==> src/rtl/dlm_pkg.sv <==
// Shared types, codes and defaults of the file lock manager.
package dlm_pkg;

   // fixed field widths of the request and response items
   localparam int KIND_W  = 2;
   localparam int CONN_W  = 3;
   localparam int FIELD_W = 8;
   localparam int LEVEL_W = 3;

   // packed stream widths
   localparam int REQ_DATA_W = 16;
   localparam int REQ_USER_W = KIND_W;
   localparam int RSP_DATA_W = 8;

   // parameter defaults
   localparam int CONNECTIONS_DEF  = 8;
   localparam int FILE_ID_BITS_DEF = 8;

   // lock levels
   localparam logic [LEVEL_W-1:0] LV_NONE      = 3'd0;
   localparam logic [LEVEL_W-1:0] LV_SHARED    = 3'd1;
   localparam logic [LEVEL_W-1:0] LV_RESERVED  = 3'd2;
   localparam logic [LEVEL_W-1:0] LV_PENDING   = 3'd3;
   localparam logic [LEVEL_W-1:0] LV_EXCLUSIVE = 3'd4;

   // request kinds
   localparam logic [KIND_W-1:0] KIND_LOCK      = 2'd0;
   localparam logic [KIND_W-1:0] KIND_UNLOCK    = 2'd1;
   localparam logic [KIND_W-1:0] KIND_RES_QUERY = 2'd2;
   localparam logic [KIND_W-1:0] KIND_OWN_QUERY = 2'd3;

   // response status codes
   localparam logic STATUS_DONE = 1'b0;
   localparam logic STATUS_BUSY = 1'b1;

   typedef enum logic [1:0] {
      ST_IDLE,
      ST_EVAL,
      ST_COMMIT
   } state_type;

   typedef struct packed {
      logic load;    // capture the accepted request
      logic eval;    // read the slot table and register the conflict flags
      logic commit;  // update the slot and load the response register
   } cmd_type;

   typedef struct packed {
      logic out_free;  // response register can take a new result this cycle
   } sts_type;

endpackage

==> src/rtl/dlm_ctrl.sv <==
// Sequencer of the file lock manager: capture, evaluate, commit.
module dlm_ctrl import dlm_pkg::*; (
   input  logic    clock,
   input  logic    reset,
   input  logic    req_tvalid,
   output logic    req_tready,
   input  sts_type sts,
   output cmd_type cmd
);

   state_type state_ff;
   state_type state_in;

   always_ff @(posedge clock) begin
      if (reset) begin
         state_ff <= ST_IDLE;
      end else begin
         state_ff <= state_in;
      end
   end

   always_comb begin
      state_in   = state_ff;
      cmd        = '0;
      req_tready = 1'b0;
      case (state_ff)
         ST_IDLE: begin
            req_tready = 1'b1;
            if (req_tvalid) begin
               cmd.load = 1'b1;
               state_in = ST_EVAL;
            end
         end
         ST_EVAL: begin
            cmd.eval = 1'b1;
            state_in = ST_COMMIT;
         end
         ST_COMMIT: begin
            // hold until the response register frees up
            if (sts.out_free) begin
               cmd.commit = 1'b1;
               req_tready = 1'b1;
               if (req_tvalid) begin
                  cmd.load = 1'b1;
                  state_in = ST_EVAL;
               end else begin
                  state_in = ST_IDLE;
               end
            end
         end
         default: begin
            state_in = ST_IDLE;
         end
      endcase
   end

endmodule

==> src/rtl/dlm_datapath.sv <==
// Slot table, conflict flags, lock decision and response register.
module dlm_datapath import dlm_pkg::*; #(
   parameter int CONNECTIONS  = CONNECTIONS_DEF,
   parameter int FILE_ID_BITS = FILE_ID_BITS_DEF
) (
   input  logic                  clock,
   input  logic                  reset,
   input  cmd_type               cmd,
   output sts_type               sts,
   input  logic [REQ_DATA_W-1:0] req_tdata,
   input  logic [REQ_USER_W-1:0] req_tuser,
   output logic                  rsp_tvalid,
   input  logic                  rsp_tready,
   output logic [RSP_DATA_W-1:0] rsp_tdata
);

   localparam int SLOT_W = $clog2(CONNECTIONS);
   localparam int WIDE_W = (FILE_ID_BITS > FIELD_W) ? FILE_ID_BITS : FIELD_W;

   // slot table
   logic [LEVEL_W-1:0]      level_ff [CONNECTIONS];
   logic [FILE_ID_BITS-1:0] file_ff  [CONNECTIONS];

   // captured request
   logic [KIND_W-1:0]       kind_ff;
   logic                    conn_ok_ff;
   logic [SLOT_W-1:0]       idx_ff;
   logic [FILE_ID_BITS-1:0] fid_ff;
   logic [LEVEL_W-1:0]      lvl_ff;

   // evaluated view
   logic [LEVEL_W-1:0]      cur_ff;
   logic [FILE_ID_BITS-1:0] efid_ff;
   logic                    oth_sh_ff;
   logic                    oth_res_ff;
   logic                    oth_pend_ff;

   // response register
   logic                    rsp_valid_ff;
   logic                    status_ff;
   logic [LEVEL_W-1:0]      held_ff;
   logic                    resv_ff;

   // request unpacking
   logic [CONN_W-1:0]        in_conn;
   logic [FIELD_W-1:0]       in_file;
   logic [LEVEL_W-1:0]       in_level;
   logic [SLOT_W+CONN_W-1:0] in_conn_wide;
   logic [WIDE_W-1:0]        in_file_wide;

   assign in_conn      = req_tdata[CONN_W-1:0];
   assign in_file      = req_tdata[CONN_W+FIELD_W-1:CONN_W];
   assign in_level     = req_tdata[CONN_W+FIELD_W+LEVEL_W-1:CONN_W+FIELD_W];
   assign in_conn_wide = (SLOT_W+CONN_W)'(in_conn);
   assign in_file_wide = WIDE_W'(in_file);

   always_ff @(posedge clock) begin
      if (cmd.load) begin
         kind_ff    <= req_tuser;
         conn_ok_ff <= (32'(in_conn) < CONNECTIONS);
         idx_ff     <= in_conn_wide[SLOT_W-1:0];
         fid_ff     <= in_file_wide[FILE_ID_BITS-1:0];
         lvl_ff     <= (in_level > LV_EXCLUSIVE) ? LV_EXCLUSIVE : in_level;
      end
   end

   // evaluate: slot's own level, effective file, conflicts among other holders
   logic [LEVEL_W-1:0]      cur;
   logic [FILE_ID_BITS-1:0] efid;
   logic [CONNECTIONS-1:0]  hold_vec;
   logic [CONNECTIONS-1:0]  res_vec;
   logic [CONNECTIONS-1:0]  pend_vec;

   assign cur  = conn_ok_ff ? level_ff[idx_ff] : LV_NONE;
   assign efid = (cur != LV_NONE) ? file_ff[idx_ff] : fid_ff;

   always_comb begin
      for (int i = 0; i < CONNECTIONS; i++) begin
         hold_vec[i] = (level_ff[i] != LV_NONE) && (file_ff[i] == efid) &&
                       !(conn_ok_ff && (SLOT_W'(i) == idx_ff));
         res_vec[i]  = hold_vec[i] && (level_ff[i] >= LV_RESERVED);
         pend_vec[i] = hold_vec[i] && (level_ff[i] >= LV_PENDING);
      end
   end

   always_ff @(posedge clock) begin
      if (cmd.eval) begin
         cur_ff      <= cur;
         efid_ff     <= efid;
         oth_sh_ff   <= |hold_vec;
         oth_res_ff  <= |res_vec;
         oth_pend_ff <= |pend_vec;
      end
   end

   // decide
   logic               wr_en;
   logic [LEVEL_W-1:0] new_level;
   logic               status;

   always_comb begin
      wr_en     = 1'b0;
      new_level = cur_ff;
      status    = STATUS_DONE;
      case (kind_ff)
         KIND_LOCK: begin
            if (lvl_ff > cur_ff) begin
               if ((lvl_ff == LV_SHARED) ? oth_pend_ff : oth_res_ff) begin
                  status = STATUS_BUSY;
               end else begin
                  wr_en = 1'b1;
                  if (lvl_ff == LV_EXCLUSIVE) begin
                     // park at pending while other readers remain
                     new_level = oth_sh_ff ? LV_PENDING : LV_EXCLUSIVE;
                     status    = oth_sh_ff ? STATUS_BUSY : STATUS_DONE;
                  end else begin
                     new_level = lvl_ff;
                  end
               end
            end
         end
         KIND_UNLOCK: begin
            wr_en     = 1'b1;
            new_level = lvl_ff;
         end
         KIND_RES_QUERY, KIND_OWN_QUERY: begin
            wr_en = 1'b0;
         end
         default: begin
            wr_en = 1'b0;
         end
      endcase
   end

   always_ff @(posedge clock) begin
      if (reset) begin
         for (int i = 0; i < CONNECTIONS; i++) begin
            level_ff[i] <= LV_NONE;
         end
      end else if (cmd.commit && wr_en && conn_ok_ff) begin
         level_ff[idx_ff] <= new_level;
      end
   end

   always_ff @(posedge clock) begin
      if (cmd.commit && wr_en && conn_ok_ff) begin
         file_ff[idx_ff] <= efid_ff;
      end
   end

   // response register
   logic rsp_valid_in;

   assign rsp_valid_in = cmd.commit ? 1'b1 : (rsp_tready ? 1'b0 : rsp_valid_ff);

   always_ff @(posedge clock) begin
      if (reset) begin
         rsp_valid_ff <= 1'b0;
      end else begin
         rsp_valid_ff <= rsp_valid_in;
      end
   end

   always_ff @(posedge clock) begin
      if (cmd.commit) begin
         status_ff <= conn_ok_ff ? status : STATUS_DONE;
         held_ff   <= conn_ok_ff ? new_level : LV_NONE;
         resv_ff   <= oth_res_ff || (conn_ok_ff && (new_level >= LV_RESERVED));
      end
   end

   assign sts.out_free = !rsp_valid_ff || rsp_tready;
   assign rsp_tvalid   = rsp_valid_ff;
   assign rsp_tdata    = {(RSP_DATA_W - LEVEL_W - 2)'(0), resv_ff, held_ff, status_ff};

endmodule

==> src/rtl/db_file_lock_manager.sv <==
// Top level of the five-level database file lock manager.
//
// Lock manager for up to CONNECTIONS connection slots, each holding one of the
// levels none, shared, reserved, pending, exclusive on one numeric file id.
// Every accepted request returns exactly one response. A request is first
// evaluated, reading the slot table and registering the conflict flags of all
// other holders (compared in parallel), then committed, which decides,
// updates the slot and loads the response register. The next request is
// taken at commit, not during evaluation, and the response is registered at
// commit. While a response waits on rsp_tready the commit cycle holds and no
// further request is taken. A slot that holds a lock stays bound to its
// recorded file; a slot at none takes the request's file id.
// Levels above exclusive saturate to exclusive; a connection number at or
// above CONNECTIONS changes nothing and reports held level none. Lock requests
// that raise the level can be refused with status busy; a request for
// exclusive that meets remaining readers leaves the slot at pending.
module db_file_lock_manager import dlm_pkg::*; #(
   parameter int CONNECTIONS  = CONNECTIONS_DEF,
   parameter int FILE_ID_BITS = FILE_ID_BITS_DEF
) (
   input  logic                  clock,
   input  logic                  reset,
   // request channel
   input  logic                  req_tvalid,
   output logic                  req_tready,
   // [2:0] connection, [10:3] file_id, [13:11] level, [15:14] zero
   input  logic [REQ_DATA_W-1:0] req_tdata,
   // [1:0] kind
   input  logic [REQ_USER_W-1:0] req_tuser,
   // response channel
   output logic                  rsp_tvalid,
   input  logic                  rsp_tready,
   // [0] status, [3:1] held_level, [4] reserved_seen, [7:5] zero
   output logic [RSP_DATA_W-1:0] rsp_tdata
);

   cmd_type cmd;
   sts_type sts;

   // sequence capture, evaluate and commit
   dlm_ctrl u_ctrl (
      .clock      (clock),
      .reset      (reset),
      .req_tvalid (req_tvalid),
      .req_tready (req_tready),
      .sts        (sts),
      .cmd        (cmd)
   );

   // hold the slot table and build each response
   dlm_datapath #(
      .CONNECTIONS  (CONNECTIONS),
      .FILE_ID_BITS (FILE_ID_BITS)
   ) u_datapath (
      .clock      (clock),
      .reset      (reset),
      .cmd        (cmd),
      .sts        (sts),
      .req_tdata  (req_tdata),
      .req_tuser  (req_tuser),
      .rsp_tvalid (rsp_tvalid),
      .rsp_tready (rsp_tready),
      .rsp_tdata  (rsp_tdata)
   );

endmodule

==> config.mk <==
export PLATFORM = sky130hd
export DESIGN_NAME = db_file_lock_manager
export DESIGN_NICKNAME = d
export VERILOG_FILES = /design/src/rtl/dlm_pkg.sv /design/src/rtl/dlm_ctrl.sv /design/src/rtl/dlm_datapath.sv /design/src/rtl/db_file_lock_manager.sv
export SDC_FILE = /design/constraint.sdc
export NUM_CORES = 1
export LEC_CHECK = 0
export BUFFER_PORTS_ARGS = -buffer_cell sky130_fd_sc_hd__buf_2
export CORE_ASPECT_RATIO = 0.75
export CORE_MARGIN = 2
export CORE_UTILIZATION = 62
export DETAILED_ROUTE_END_ITERATION = 10
export GPL_TIMING_DRIVEN = 0
export HOLD_SLACK_MARGIN = 0.1
export PLACE_DENSITY = 0.9
export SYNTH_ARGS = -nofsm -noshare
export SYNTH_HDL_FRONTEND = slang
export SYNTH_SLANG_ARGS = --single-unit
==> constraint.sdc <==
create_clock -name clock -period 3.4 [get_ports clock]
set_input_delay 0.17 -clock clock [delete_from_list [all_inputs] [get_ports clock]]
set_output_delay 0.17 -clock clock [all_outputs]
set_load 0.05 [all_outputs]
Word level (Yosys, flattened, before mapping)
Memories as Yosys holds them, arrays and structs flattened. A register that Yosys moved wholly into a read port is not among the register bits.
Index checks and enable logic that the tools add are counted.

storage, ports and cells
  output and inout port bits = 10
  RAM bits = 88
  input bits = 22
  memories = 2
  register bits = 38
  logic and storage cells = 160

memory list
  name                 words  width  read ports  clocked after Yosys merged registers in  write ports  line                RTL
  u_datapath.file_ff   8      8      9           1                                        1            dlm_datapath.sv:22  logic [FILE_ID_BITS-1:0] file_ff [CONNECTIONS];
  u_datapath.level_ff  8      3      9           1                                        8            dlm_datapath.sv:21  logic [LEVEL_W-1:0] level_ff [CONNECTIONS];

cells by class
  $lt $le $gt $ge = 19
  equal/unequal tests = 24
  mux-type cells = 37
  reduce and logical (&&, ||, !) cells = 64

operators by type and width
  kind                  number
  $eq A8 B8 Y1          8
  $ge A3 B2 Y1 const B  17
  $logic_and A1 B1 Y1   33
  $reduce_bool A3 Y1    9
  $mux W3               8
  $reduce_or A8 Y1      3
  $mux W1               21
  $eq A3 B3 Y1 const A  4
  $logic_not A1 Y1      9
  $mux W8               1
  $eq A2 B2 Y1 const B  3
  $eq A2 B3 Y1 const A  2
  $pmux W2 S3           1
  $pmux W3 S2           1
  $eq A2 B1 Y1 const B  2
  $logic_not A2 Y1      2
  $mux W2               2
  $ne A2 B2 Y1 const B  2
  $pmux W1 S2           2
  $reduce_and A2 Y1     2
  $eq A1 B3 Y1 const A  1
  $eq A3 B1 Y1 const B  1
  $eq A3 B3 Y1 const B  1
  $gt A3 B3 Y1          1
  7 further kinds       8

Logic depth before layout (Yosys ltp)
  depth after elaboration = 11
  gate-level depth with buffers = 12
  depth with buffers taken out = 10

By module
A second synthesis with hierarchy kept.

unflattened totals
  cell total of the unflattened synthesis = 522
  area total of the unflattened synthesis = 6876.6 µm²

modules (own cells, without submodules)
  module        times used  seq. area each (µm²)  cells an instance  area each (µm²)
  dlm_datapath  1           3773.6                511                6747.7
  dlm_ctrl      1           40.0                  11                 128.9

Worst setup path before layout
No wires, ideal clock.

  kind = register to register
  start point = register (tool-made name)
  end point = register u_datapath.oth_pend_ff (data pin)
  setup time = 0.138 ns
  required time = 3.262 ns
  path slack = 0.393 ns
  stages on the path, launching flop included = 11
  path buffers = 2
  clock period less this slack = 3.007 ns
  data arrival time = 2.869 ns
  cell sequence = dfxtp_1 > buf_2 > buf_2 > mux4_2 > mux2_2 > a31oi_1 > nor3_1 > or3b_1 > nor4_2 > a22oi_1 > nand4_1

RTL lines
  element               line                RTL
  to (signal assigned)  dlm_datapath.sv:92  oth_pend_ff <= |pend_vec;
  to (decl)             dlm_datapath.sv:36  logic oth_pend_ff;

==> flow_summary_export.csv <==
group,metric,value,unit
floorplan,io_pins,32,
power_and_ir_drop,pwr-share-clk,38.7,%
timing,fin_crit_sh,100,%
clocking,cts-buffers-inserted,17,
clocking,clock_path_buffers,2,
timing,rsz0062_at_grt,"true",
critical_path,crit_path_max_incr_delay,0.56,ns
timing,clock.fmax,293,MHz
routing,vias_per_cell,7.42,
power_and_ir_drop,seq_power_share,36.7,%
clocking,cts_tree,"done",
synth,syn-cell-area,0.00754,sq mm
critical_path,cp_slowest_cell,"mux4_2",
clocking,clock-sinks,129,
finish,drive_gt1_share,32.1,%
routing,first_iter_violations,1190,
power_and_ir_drop,totalPowerFinal,5.04,mW
timing,final-max-slew-violation-count,0,
power_and_ir_drop,p_leak,3.45,nW
floorplan,start_util,64.2,%
synth,yosysSeqAreaShare,50.6,%
finish,utilization,81.9,%
placed_design,port_buffers,26,
critical_path,cp.arrival,3.67,ns
timing,setup_ws,-0.0124,ns
critical_path,crit_type,"register to register",
critical_path,crit_chain,"buf_12 > mux4_2 > mux2i_4 > buf_4 > nand3_2 > buf_6 > nor4_2 > o2bb2ai_1 > nor4_4 > a222oi_1 > nand4_1",
timing,worst_slew_pin_slew,1.08,ns
routing,dr.pass1.iters,10,
timing,finalHoldViolCount,0,
synth,synth_edf_count,123,
critical_path,worst-path-buf-inv,3,
timing,clock_skew,0.0166,ns
routing,drt_wl_total,28100,um
run_status,status,"finished, violations left",
synth,yosysTopAreaCell,"edfxtp_1",
timing,fin_crit,3.41,ns
grt,grt_max_degree,17,
grt,grt_pass1_vias,6209,
routing,ant_nets,0,
synth,ys_seq_elements,129,
finish,insertedDiodeCount,0,
routing,vias,6939,
power_and_ir_drop,vdd_ir_drop_max,0.421,mV
placed_design,place.gp.congestion,1.07,
grt,antenna_found_initial,0,
min_path,hp-class,"input pin to register",
synth,synth_top_area_share,49.0,%
power_and_ir_drop,p_per_area,525,mW/mm^2
synth,yosys_warnings,0,
synth,synthTopCellsByArea,"edfxtp_1 49%, mux4_2 4.8%, nor2_1 3.1%",
synth,netlist_instances,654,
floorplan,fp-row-count,34,
finish,nFillCells,654,
run_status,violations,"negative setup slack",
critical_path,start_kind,"register",
finish,finalNetCount,786,
clocking,path_clk_slew,0.06,ns
synth,ys_async_sr_fraction,0,%
timing,setup_viol,1,
finish,final_cell_mix,"123 x edfxtp_1, 59 x nor2_1, 48 x buf_4, 30 x nand2_1, 28 x buf_2",
finish,area_delta_synth_final,27.5,%
grt,grtUsageTotal,41.4,%
finish,fin_cells,935,
synth,ys_types,73,
floorplan,die-area,0.0131,sq mm
critical_path,path_delay_family,"simple AND/OR/NAND/NOR gates",
placed_design,pre_cts_ws,-0.744,ns
timing,slew-limit-headroom,28.3,%
timing,holdWs,0.136,ns
clocking,htree_levels,4,
power_and_ir_drop,p_sw,1.59,mW
routing,wl_per_cell,30.0,um
routing,drc_errors,0,
power_and_ir_drop,p_comb_share,24.5,%
power_and_ir_drop,switching_share,31.5,%
placed_design,dp_hpwl,18200,um
min_path,hp-start,"req_tvalid",
placed_design,place_inst,846,
finish,final_common_cell,"edfxtp_1",
critical_path,critPathMaxFanout,10,
critical_path,cp.required,3.66,ns
floorplan,die_w,131,um
synth,ys.flop_type,"edfxtp_1",
floorplan,core_area,0.0117,sq mm
clocking,cts_root_buffer,"clkbuf_16",
power_and_ir_drop,internal_power,3.45,mW
run,maxCapViolCount,0,
floorplan,fp.dieH,99.5,um
synth,synth_area_per_cell,11.5,sq um
clocking,clkLatencyLatePin,0.44,ns
critical_path,end_kind,"register",
grt,grt_remaining_overflow,0,
grt,grt_first_pass_wirelength,39200,um
[power groups by stage]
stage                     clock [mW]  sequential (mW)  combinational (mW)
final                           1.95             1.85                1.24
after CTS                       1.92             1.84                1.04
after detailed placement           0             1.87               0.874
after global routing            2.00             1.85                1.28
after global placement             0             1.87               0.859
after floorplan                    0             1.86               0.619
[Yosys cell counts, types with 14 or more instances]
library cell	instances
edfxtp_1	123
nor2_1	63
nand2_1	30
inv_1	26
or2_2	22
o21ai_0	18
mux2i_1	17
o2111ai_1	17
mux4_2	16
nor3_1	15
o211ai_1	15
and2_1	14
clkbuf_1	14
[metal layers]
metal / wire length (um) / track usage [%] / up-vias
met4: 998 / 12.1 / 0
met5: 0 / 0 / -
met3: 4800 / 14.1 / 133
met1: 10500 / 59.8 / 3313
met2: 11800 / 60.2 / 705
li1: - / - / 2788
[tightest hold or removal path, stage by stage]
cell and delay, ns:
buf_2 0.08, nand2_1 0.13, nor2_1 0.13
[worst paths after layout]
kind | endpoint | slack (ns) | cells past startpoint
setup reg to reg | u_datapath.oth_res_ff$_DFFE_PN_ | -0.01 | 11
hold / removal | u_ctrl.state_ff[0]$_SDFFE_PP0P_ | 0.14 | 3
hold reg to reg | u_ctrl.state_ff[1]$_SDFFE_PP0P_ | 0.50 | 1
setup / recovery | u_datapath.oth_res_ff$_DFFE_PN_ | -0.01 | 11
[cell type report]
class	instances	area, sq um	share of cell area (%)
clock buffer	17	425	4.42
buffer	41	337	3.50
inverter	29	116	1.21
timing repair buffer	86	669	6.96
multi-input combinational	457	3870	40.2
clock inverter	14	180	1.87
sequential	129	3820	39.7
tap	162	203	2.11
[sequential cells by signal (all words and copies together), names as in the netlist, 2 cells and up, named ones only]
signal / count
u_datapath.fid_ff: 8
u_datapath.held_ff: 3
u_datapath.file_ff: 64
u_ctrl.state_ff: 2
u_datapath.idx_ff: 3
u_datapath.level_ff: 24
u_datapath.cur_ff: 3
u_datapath.efid_ff: 8
u_datapath.lvl_ff: 3
u_datapath.kind_ff: 2
[through the flow]
stage | instance area (sq um) | TNS [ns]
finish | 9620 | -0.0124
global route | 9620 | -0.218
CTS | 9070 | -7.53
detailed placement | 7920 | -6.30
global placement | 7880 | -17.57
floorplan | 7550 | 0
[repair_timing]
action / CTS / global route
hold buffers: 17 / 0
resized for setup: 59 / 74
pin swaps: 12 / 22
endpoints found under the hold margin: 20 / 0
setup buffers: 13 / 28
endpoints found under the setup margin: 39 / 66
[kinds of logic after synthesis]
family / Yosys count / share of synthesized area (%)
buffers and inverters: 70 / 4.38
XOR/XNOR: 21 / 2.44
AND/OR/NAND/NOR: 218 / 15.7
multiplexers: 46 / 9.42
other: 1 / 0.0497
adder cells (fa/ha/maj): 3 / 0.498
AO/OA/AOI/OAI: 166 / 17.0
flip-flops: 129 / 50.6
Note: power is estimated with default switching activity, not from simulation.
